$ cat config.mk
export PLATFORM = sky130hd
export DESIGN_NAME = tun_cell
export DESIGN_NICKNAME = d
export VERILOG_FILES = /design/src/triangle_unit_normal_assert.svh /design/src/tun_pkg.sv /design/src/tun_cell.sv
export SDC_FILE = /design/constraint.sdc
export NUM_CORES = 2
export LEC_CHECK = 0
export ABC_CLOCK_PERIOD_IN_PS = 6300
export BUFFER_PORTS_ARGS = -buffer_cell sky130_fd_sc_hd__buf_4
export CORE_AREA = 2 2 757 759
export DETAILED_ROUTE_END_ITERATION = 8
export DIE_AREA = 0 0 759 761
export HOLD_SLACK_MARGIN = 0.03
export PLACE_DENSITY = 0.32
export SKIP_CTS_REPAIR_TIMING = 1
export SLEW_MARGIN = 20
export SYNTH_ARGS = -nofsm -noshare
export SYNTH_HDL_FRONTEND = slang
export SYNTH_SLANG_ARGS = --single-unit
$ cat constraint.sdc
create_clock -name clock -period 6.3 [get_ports clock]
set_clock_uncertainty 0.1 [all_clocks]
set_input_delay 0 -clock clock [delete_from_list [all_inputs] [get_ports clock]]
set_output_delay 0 -clock clock [all_outputs]
set_load 0.05 [all_outputs]
$ cat src/triangle_unit_normal_assert.svh
// assertion helpers for triangle_unit_normal
`ifndef TRIANGLE_UNIT_NORMAL_ASSERT_SVH
`define TRIANGLE_UNIT_NORMAL_ASSERT_SVH
`ifndef SYNTHESIS
`define TUN_ASSERT(label, clk, rst, prop, msg) \
   label: assert property (@(posedge clk) disable iff (rst) prop) else $error(msg);
`define TUN_ASSERT_ALWAYS(label, clk, prop, msg) \
   label: assert property (@(posedge clk) prop) else $error(msg);
`else
`define TUN_ASSERT(label, clk, rst, prop, msg)
`define TUN_ASSERT_ALWAYS(label, clk, prop, msg)
`endif
`endif

$ cat src/tun_pkg.sv
package tun_pkg;
   localparam int COORD_BITS_DEF = 24;
   localparam int PRESCALE_BITS  = 30;
   localparam int SQ_BITS        = 2 * PRESCALE_BITS;
   localparam int SUM_BITS       = SQ_BITS + 2;
   localparam int Q_BITS         = 15;
   localparam int NORM_BITS      = 16;
   localparam int NORM_ONE       = 16384;
   localparam int ACC_BITS       = 96;
endpackage

$ cat src/tun_cell.sv
module tun_cell #(
   parameter int BIT = 0
) (
   input  logic clock,
   input  logic reset,
   input  logic en,
   input  logic in_valid,
   input  logic in_degen,
   input  logic [2:0] in_neg,
   input  logic [2:0][tun_pkg::Q_BITS-1:0] in_q,
   input  logic [2:0][tun_pkg::ACC_BITS-1:0] in_l,
   input  logic [2:0][tun_pkg::ACC_BITS-1:0] in_d,
   input  logic [tun_pkg::SUM_BITS-1:0] in_s,
   input  logic [2:0][tun_pkg::ACC_BITS-1:0] in_r,
   output logic out_valid,
   output logic out_degen,
   output logic [2:0] out_neg,
   output logic [2:0][tun_pkg::Q_BITS-1:0] out_q,
   output logic [2:0][tun_pkg::ACC_BITS-1:0] out_l,
   output logic [2:0][tun_pkg::ACC_BITS-1:0] out_d,
   output logic [tun_pkg::SUM_BITS-1:0] out_s,
   output logic [2:0][tun_pkg::ACC_BITS-1:0] out_r
);
   localparam int W  = tun_pkg::ACC_BITS;
   localparam int QB = tun_pkg::Q_BITS;

   logic valid_ff;
   logic degen_ff;
   logic [2:0] neg_ff;
   logic [2:0][QB-1:0] q_ff, q_in;
   logic [2:0][W-1:0] l_ff, l_in, d_ff, d_in;
   logic [tun_pkg::SUM_BITS-1:0] s_ff;
   logic [2:0][W-1:0] r_ff;

   // try the next digit: L tracks (2q-1)^2*S, D tracks (2q-1)*S
   logic [W-1:0] s_w;
   logic [QB-1:0] t;
   logic signed [W-1:0] lt;
   logic ok;
   always_comb begin
      s_w = W'(in_s);
      for (int i = 0; i < 3; i++) begin
         t = in_q[i] | (QB'(1) << BIT);
         lt = $signed(in_l[i]) + ($signed(in_d[i]) <<< (BIT + 2))
            + $signed(s_w << (2 * BIT + 2));
         ok = (t <= QB'(tun_pkg::NORM_ONE)) && (lt <= $signed(in_r[i]));
         q_in[i] = ok ? t : in_q[i];
         l_in[i] = ok ? W'(lt) : in_l[i];
         d_in[i] = ok ? (in_d[i] + (s_w << (BIT + 1))) : in_d[i];
      end
   end

   always_ff @(posedge clock) begin
      if (reset) begin
         valid_ff <= 1'b0;
      end else if (en) begin
         valid_ff <= in_valid;
      end
   end

   always_ff @(posedge clock) begin
      if (en) begin
         degen_ff <= in_degen;
         neg_ff <= in_neg;
         q_ff <= q_in;
         l_ff <= l_in;
         d_ff <= d_in;
         s_ff <= in_s;
         r_ff <= in_r;
      end
   end

   assign out_valid = valid_ff;
   assign out_degen = degen_ff;
   assign out_neg = neg_ff;
   assign out_q = q_ff;
   assign out_l = l_ff;
   assign out_d = d_ff;
   assign out_s = s_ff;
   assign out_r = r_ff;
endmodule

Yosys cells after proc, flatten, opt, wreduce, memory -nomap -nowiden
Cells that the tools add are included.
{ "totals": {"ff_bits": 976, "inputBits": 979, "wordCells": 43} }
{ "classes": {"muxes": 6, "n_lt_le_gt_ge": 6, "reduce_logical": 3, "add_sub_neg": 9} }
{ "ops": {"columns": ["cell", "n"], "rows": [
  ["$mux W96", 6],
  ["$add A96 B63 Y96", 3],
  ["$add A96 B65 Y96", 3],
  ["$add A96 B96 Y96", 3],
  ["$le A96 B96 Y1", 3],
  ["$le A15 B15 Y1 const B", 3],
  ["$logic_and A1 B1 Y1", 3]
]} }

Longest topological paths before layout
{ "logic_depth": {"depth_word": 5, "mapped_depth": 31, "depth_no_buf": 29} }

Worst setup path before layout
No wires, ideal clock.
{ "synth_path": {"path_type": "input port to flip-flop", "start": "in in_s[1] in the netlist's numbering", "end": "reg d_ff, in the netlist out_d[261] (data pin)", "cell_stages": 29, "t_arrival_ps": 6031, "path_slack_ps": -89, "required_ps": 5942, "n_path_buf": 1, "setup_time_ps": 258, "path_cell_list": "inv_1 fa_1 inv_1 ha_1 inv_1 fa_1 nand2b_1 a21o_1 a2111o_1 a21oi_1 o31ai_1 o21ai_1 a21oi_2 a211oi_2 nor2_1 xnor2_1 ha_1 a21oi_1 o21ai_1 a221o_1 a2111o_1 a2111oi_4 o21a_1 o211ai_2 or3_1 o32ai_2 buf_4 nand3_1 xnor2_1"} }
{ "synth_lines": {"columns": ["item", "line", "text"], "rows": [
  ["start, declared", "tun_cell.sv:13", "input logic [tun_pkg::SUM_BITS-1:0] in_s,"],
  ["end signal, assigned", "tun_cell.sv:67", "d_ff <= d_in;"],
  ["end, declared", "tun_cell.sv:31", "logic [2:0][W-1:0] l_ff, l_in, d_ff, d_in;"]
]} }

==> impl_summary.txt <==
----------------------------------------------------
[Status]
  Outcome ... finished with violations
  Violated checks ... hold timing, setup timing

[Detailed routing]
  Routed via count ... 84782
  DRT iter0 DRCs ... between 5000 and 6000
  Post-detailed-route DRC marker count ... 0
  Detailed-route wire length ... about 640 mm
  Post-detailed-route wirelength per cell ... between 30 and 40 µm
  Number of antenna-violating nets in the routed design ... 0
  Number of iterations in the first detailed-routing pass ... 5
  Drt via density ... 4.07

[Power]
  Combinational group share of total power ... between 50% and 60%
  P_int ... between 20 and 25 mW
  Power share of the sequential group ... approximately 22%
  Sw Pwr ... roughly 18 mW
  Switching share of power ... about 44%
  Total power divided by cell area ... between 200 and 300 nW/µm²
  Clock share of power ... a little over a fifth
  Total leakage power ... around 60 nW
  Worst IR Drop VDD ... ~0.2 mV

[STA]
  Post-layout worst setup margin ... -0.0382 ns
  Final hold viol count ... 12
  Max Fclk ... 0.158 GHz
  Fin crit period ... around 6.3 ns
  RSZ-0062 raised after global routing ... yes
  Slew Viols, Final ... 0
  Setup-violating endpoint count in the final report ... 28
  Final cycle utilization of the critical path ... 101%
  Worst slew pin tran ... roughly 1.3 ns
  Worst hold slack ... -0.746 ns
  Worst slew margin ... between 10% and 20%

[Critical path]
  Startpoint of the worst-slack reg-to-reg timing path ... out_valid$_SDFFE_PP0P_
  CP Depth ... 33
  Crit path capture ... out_d[17]$_DFFE_PP_
  Worst Path Max Fanout ... 6
  Crit-path max cell delay ... around 0.50 ns
  FF-to-FF path depth ... 3
  Cell repeated most along the worst path ... buf_4
  Total buffers and inverters traversed by the critical path ... 13
  Kind of start point of the critical path ... input pin
  Arrival time of data at the critical path endpoint ... slightly below 7 ns
  End of the worst register-to-register path ... out_valid$_SDFFE_PP0P_
  Launching instance or port of the critical path ... in_s[14]
  Data required time of the worst path ... about 6.8 ns
  CP delay by family, top ... buffers and inverters
  Category of the critical setup timing path ... input pin to flip-flop
  CP endpoint kind ... flip-flop
  CP max stage cell ... or4_4
  Setup slack on the worst flop-to-flop path ... roughly 5 ns

[Synthesis]
  Post-synth net total ... between 9000 and 10000
  Number of instances in the synthesized netlist ... approximately 7700
  Count of distinct cell types in the synthesized netlist ... approximately 100
  Share of flip-flops with an asynchronous set or reset after synthesis ... 0%
  Most used standard cells in the synthesized netlist ... edfxtp_1 (975), ha_1 (843), nand2_1 (696)
  Most used flip-flop cell after synthesis ... edfxtp_1
  Post-synthesis register bit count ... just under 1000
  Fraction of the yosys area taken by sequential cells ... roughly 38%
  Most numerous cell in the Yosys netlist ... edfxtp_1
  Yosys warnings ... 0
  Leading area contributor after synthesis ... edfxtp_1
  Count of flip-flops with a built-in enable after synthesis ... slightly below 1000
  Post-synthesis instance area ... 77400 µm²
  Leading post-synthesis cells by cell area ... edfxtp_1 (38%), ha_1 (14%), fa_1 (5.0%), mux2_2 (4.7%), a21oi_1 (4.5%)
  Synth Area per Inst ... between 10 and 15 µm²
  Proportion of netlist area held by the largest area contributor ... approximately 38%

[Global routing]
  Total overflow reported by the global router ... 0
  Via count of the first global-routing pass ... 79007
  GRT Overall Usage ... about 20%
  Initial antenna violation count ... roughly 200
  Maximum number of pins on one net before global-route repair ... between 90 and 100
  Global-route wire length before repair ... 773 mm

[CTS]
  Clock slew at reported path FFs ... 0.06 ns
  Clock Latency Late Sink ... a little under 0.9 ns
  Number of buffers between clock root and the deepest sink ... 4
  Total number of clock tree sinks ... 976
  TritonCTS buffer count ... between 150 and 200
  CTS tree ... done
  Number of H-tree levels ... 4
  CTS Root Cell ... clkbuf_16

[Placed design]
  Detail Placement HPWL ... about 540 mm
  Global placement routability congestion ... 0.892
  Count of buffers inserted at the top-level ports ... ~2000
  Number of cells in the design after placement ... roughly 19000

[Layout]
  Non-filler cells in the finished layout ... ~21000
  Net count of the finished layout ... ~15000
  P&R area growth vs syn ... 82.6%
  Core occupancy in the finished layout ... 24.8%
  Fraction of layout cells with a size suffix above 1 ... 35.4%

[Worst hold path]
  Min-delay worst type ... input pin to flip-flop

[Die]
  Placement Rows ... roughly 280
  Core footprint ... ~570000 µm²
  Num ports ... 1955
  Die Span X ... roughly 760 µm
  Area of the die ... 578000 µm²
  Starting utilization of the core area ... 13.6%
  Die height ... approximately 760 µm

[Job]
  Number of max-cap violations ... 0

----------------------------------------------------
-- how the worst min path moves through the flow --
| stage | endpoint | cells after the start | from | slack, ns |
|---|---|---|---|---|
| after floorplan | out_valid$_SDFFE_PP0P_ | 1 | reset | -0.03 |
| after global placement | out_valid$_SDFFE_PP0P_ | 2 | reset | 0.06 |
| after detailed placement | out_valid$_SDFFE_PP0P_ | 2 | reset | 0.06 |
| after CTS | out_valid$_SDFFE_PP0P_ | 2 | reset | -0.93 |
| after global routing | out_d[96]$_DFFE_PP_ | 1 | in_d[96] | -0.81 |
| final | out_d[96]$_DFFE_PP_ | 1 | in_d[96] | -0.75 |
-- routing by layer --
metal	routed length (µm)	global-route usage, %
met3	49500	6.10
met4	34400	7.85
met1	250000	23.0
met5	333	0
met2	309000	34.5
-- through the flow --
step | hold slack (ns) | TNS [ns] | instance area, µm² | worst slack (ns) | total power, mW
after floorplan | -0.0276 | 0 | 77400 | 0.00863 | 18.9
after global placement | 0.0560 | -935.88 | 115000 | -2.03 | 29.7
after detailed placement | 0.0634 | -926.05 | 115000 | -2.02 | 29.6
after CTS | -0.934 | -382.15 | 120000 | -1.08 | 38.9
after global routing | -0.810 | -50.56 | 141000 | -0.263 | 42.7
final | -0.746 | -0.530 | 141000 | -0.0382 | 40.6
-- registers in the layout, summed over array words and instances, names as in the netlist --
| name | cells |
|---|---|
| out_degen | 1 |
| out_s | 62 |
| out_r | 288 |
| out_q | 45 |
| out_l | 288 |
| out_valid | 1 |
| out_d | 288 |
| out_neg | 3 |
-- power by group through the flow --
stage | logic, mW | clock network [mW] | registers (mW)
final | 22.8 | 8.93 | 8.85
after detailed placement | 20.6 | 0 | 8.99
after global routing | 24.3 | 9.44 | 8.93
after global placement | 20.6 | 0 | 9.01
after CTS | 20.7 | 9.31 | 8.88
after floorplan | 6.94 | 0 | 12.0
-- layout by cell type (no fill, tap or decap), types with 30 or more instances in the layout --
cell	n
nand2b_1	48
and3_1	51
nand3_1	147
a211oi_1	36
nand2_1	690
o21a_1	44
a21oi_1	662
o211ai_1	43
clkinv_1	34
o31ai_1	42
o21ai_0	395
nor2_1	385
buf_4	3654
nor3_1	107
ha_1	835
xor2_1	234
diode_2	55
o21ai_1	32
mux2_2	171
dlygate4sd3_1	1735
inv_1	480
mux2_4	152
o21bai_1	103
fa_1	189
clkbuf_16	179
nor2b_1	50
buf_12	112
edfxtp_1	975
nand4_1	223
a31oi_1	55
xnor2_1	277
buf_6	30
and2_1	30
a21o_1	301
-- area by class of cell --
class                      count  area, µm²
inverter                     485       1820
sequential                   976      29300
clock buffer                 174       3930
timing repair buffer        5576      48400
multi-input combinational   5903      47300
fill                       62175     429000
clock inverter                95        936
tap                         7560       9460
antenna                       55        138
-- cells by family after synthesis --
kind of cell               Yosys count  share of synthesized area (%)
AOI/OAI and AO/OA                 2049                           16.7
xor gates and xnor gates           534                           6.04
adders and majority gates         1035                           18.6
buffers and inverters              772                           3.89
DFF                                976                           37.9
muxes                              331                           4.80
and+or+nand+nor                   1954                           12.1
No activity file was read; power rests on OpenSTA's default activity.
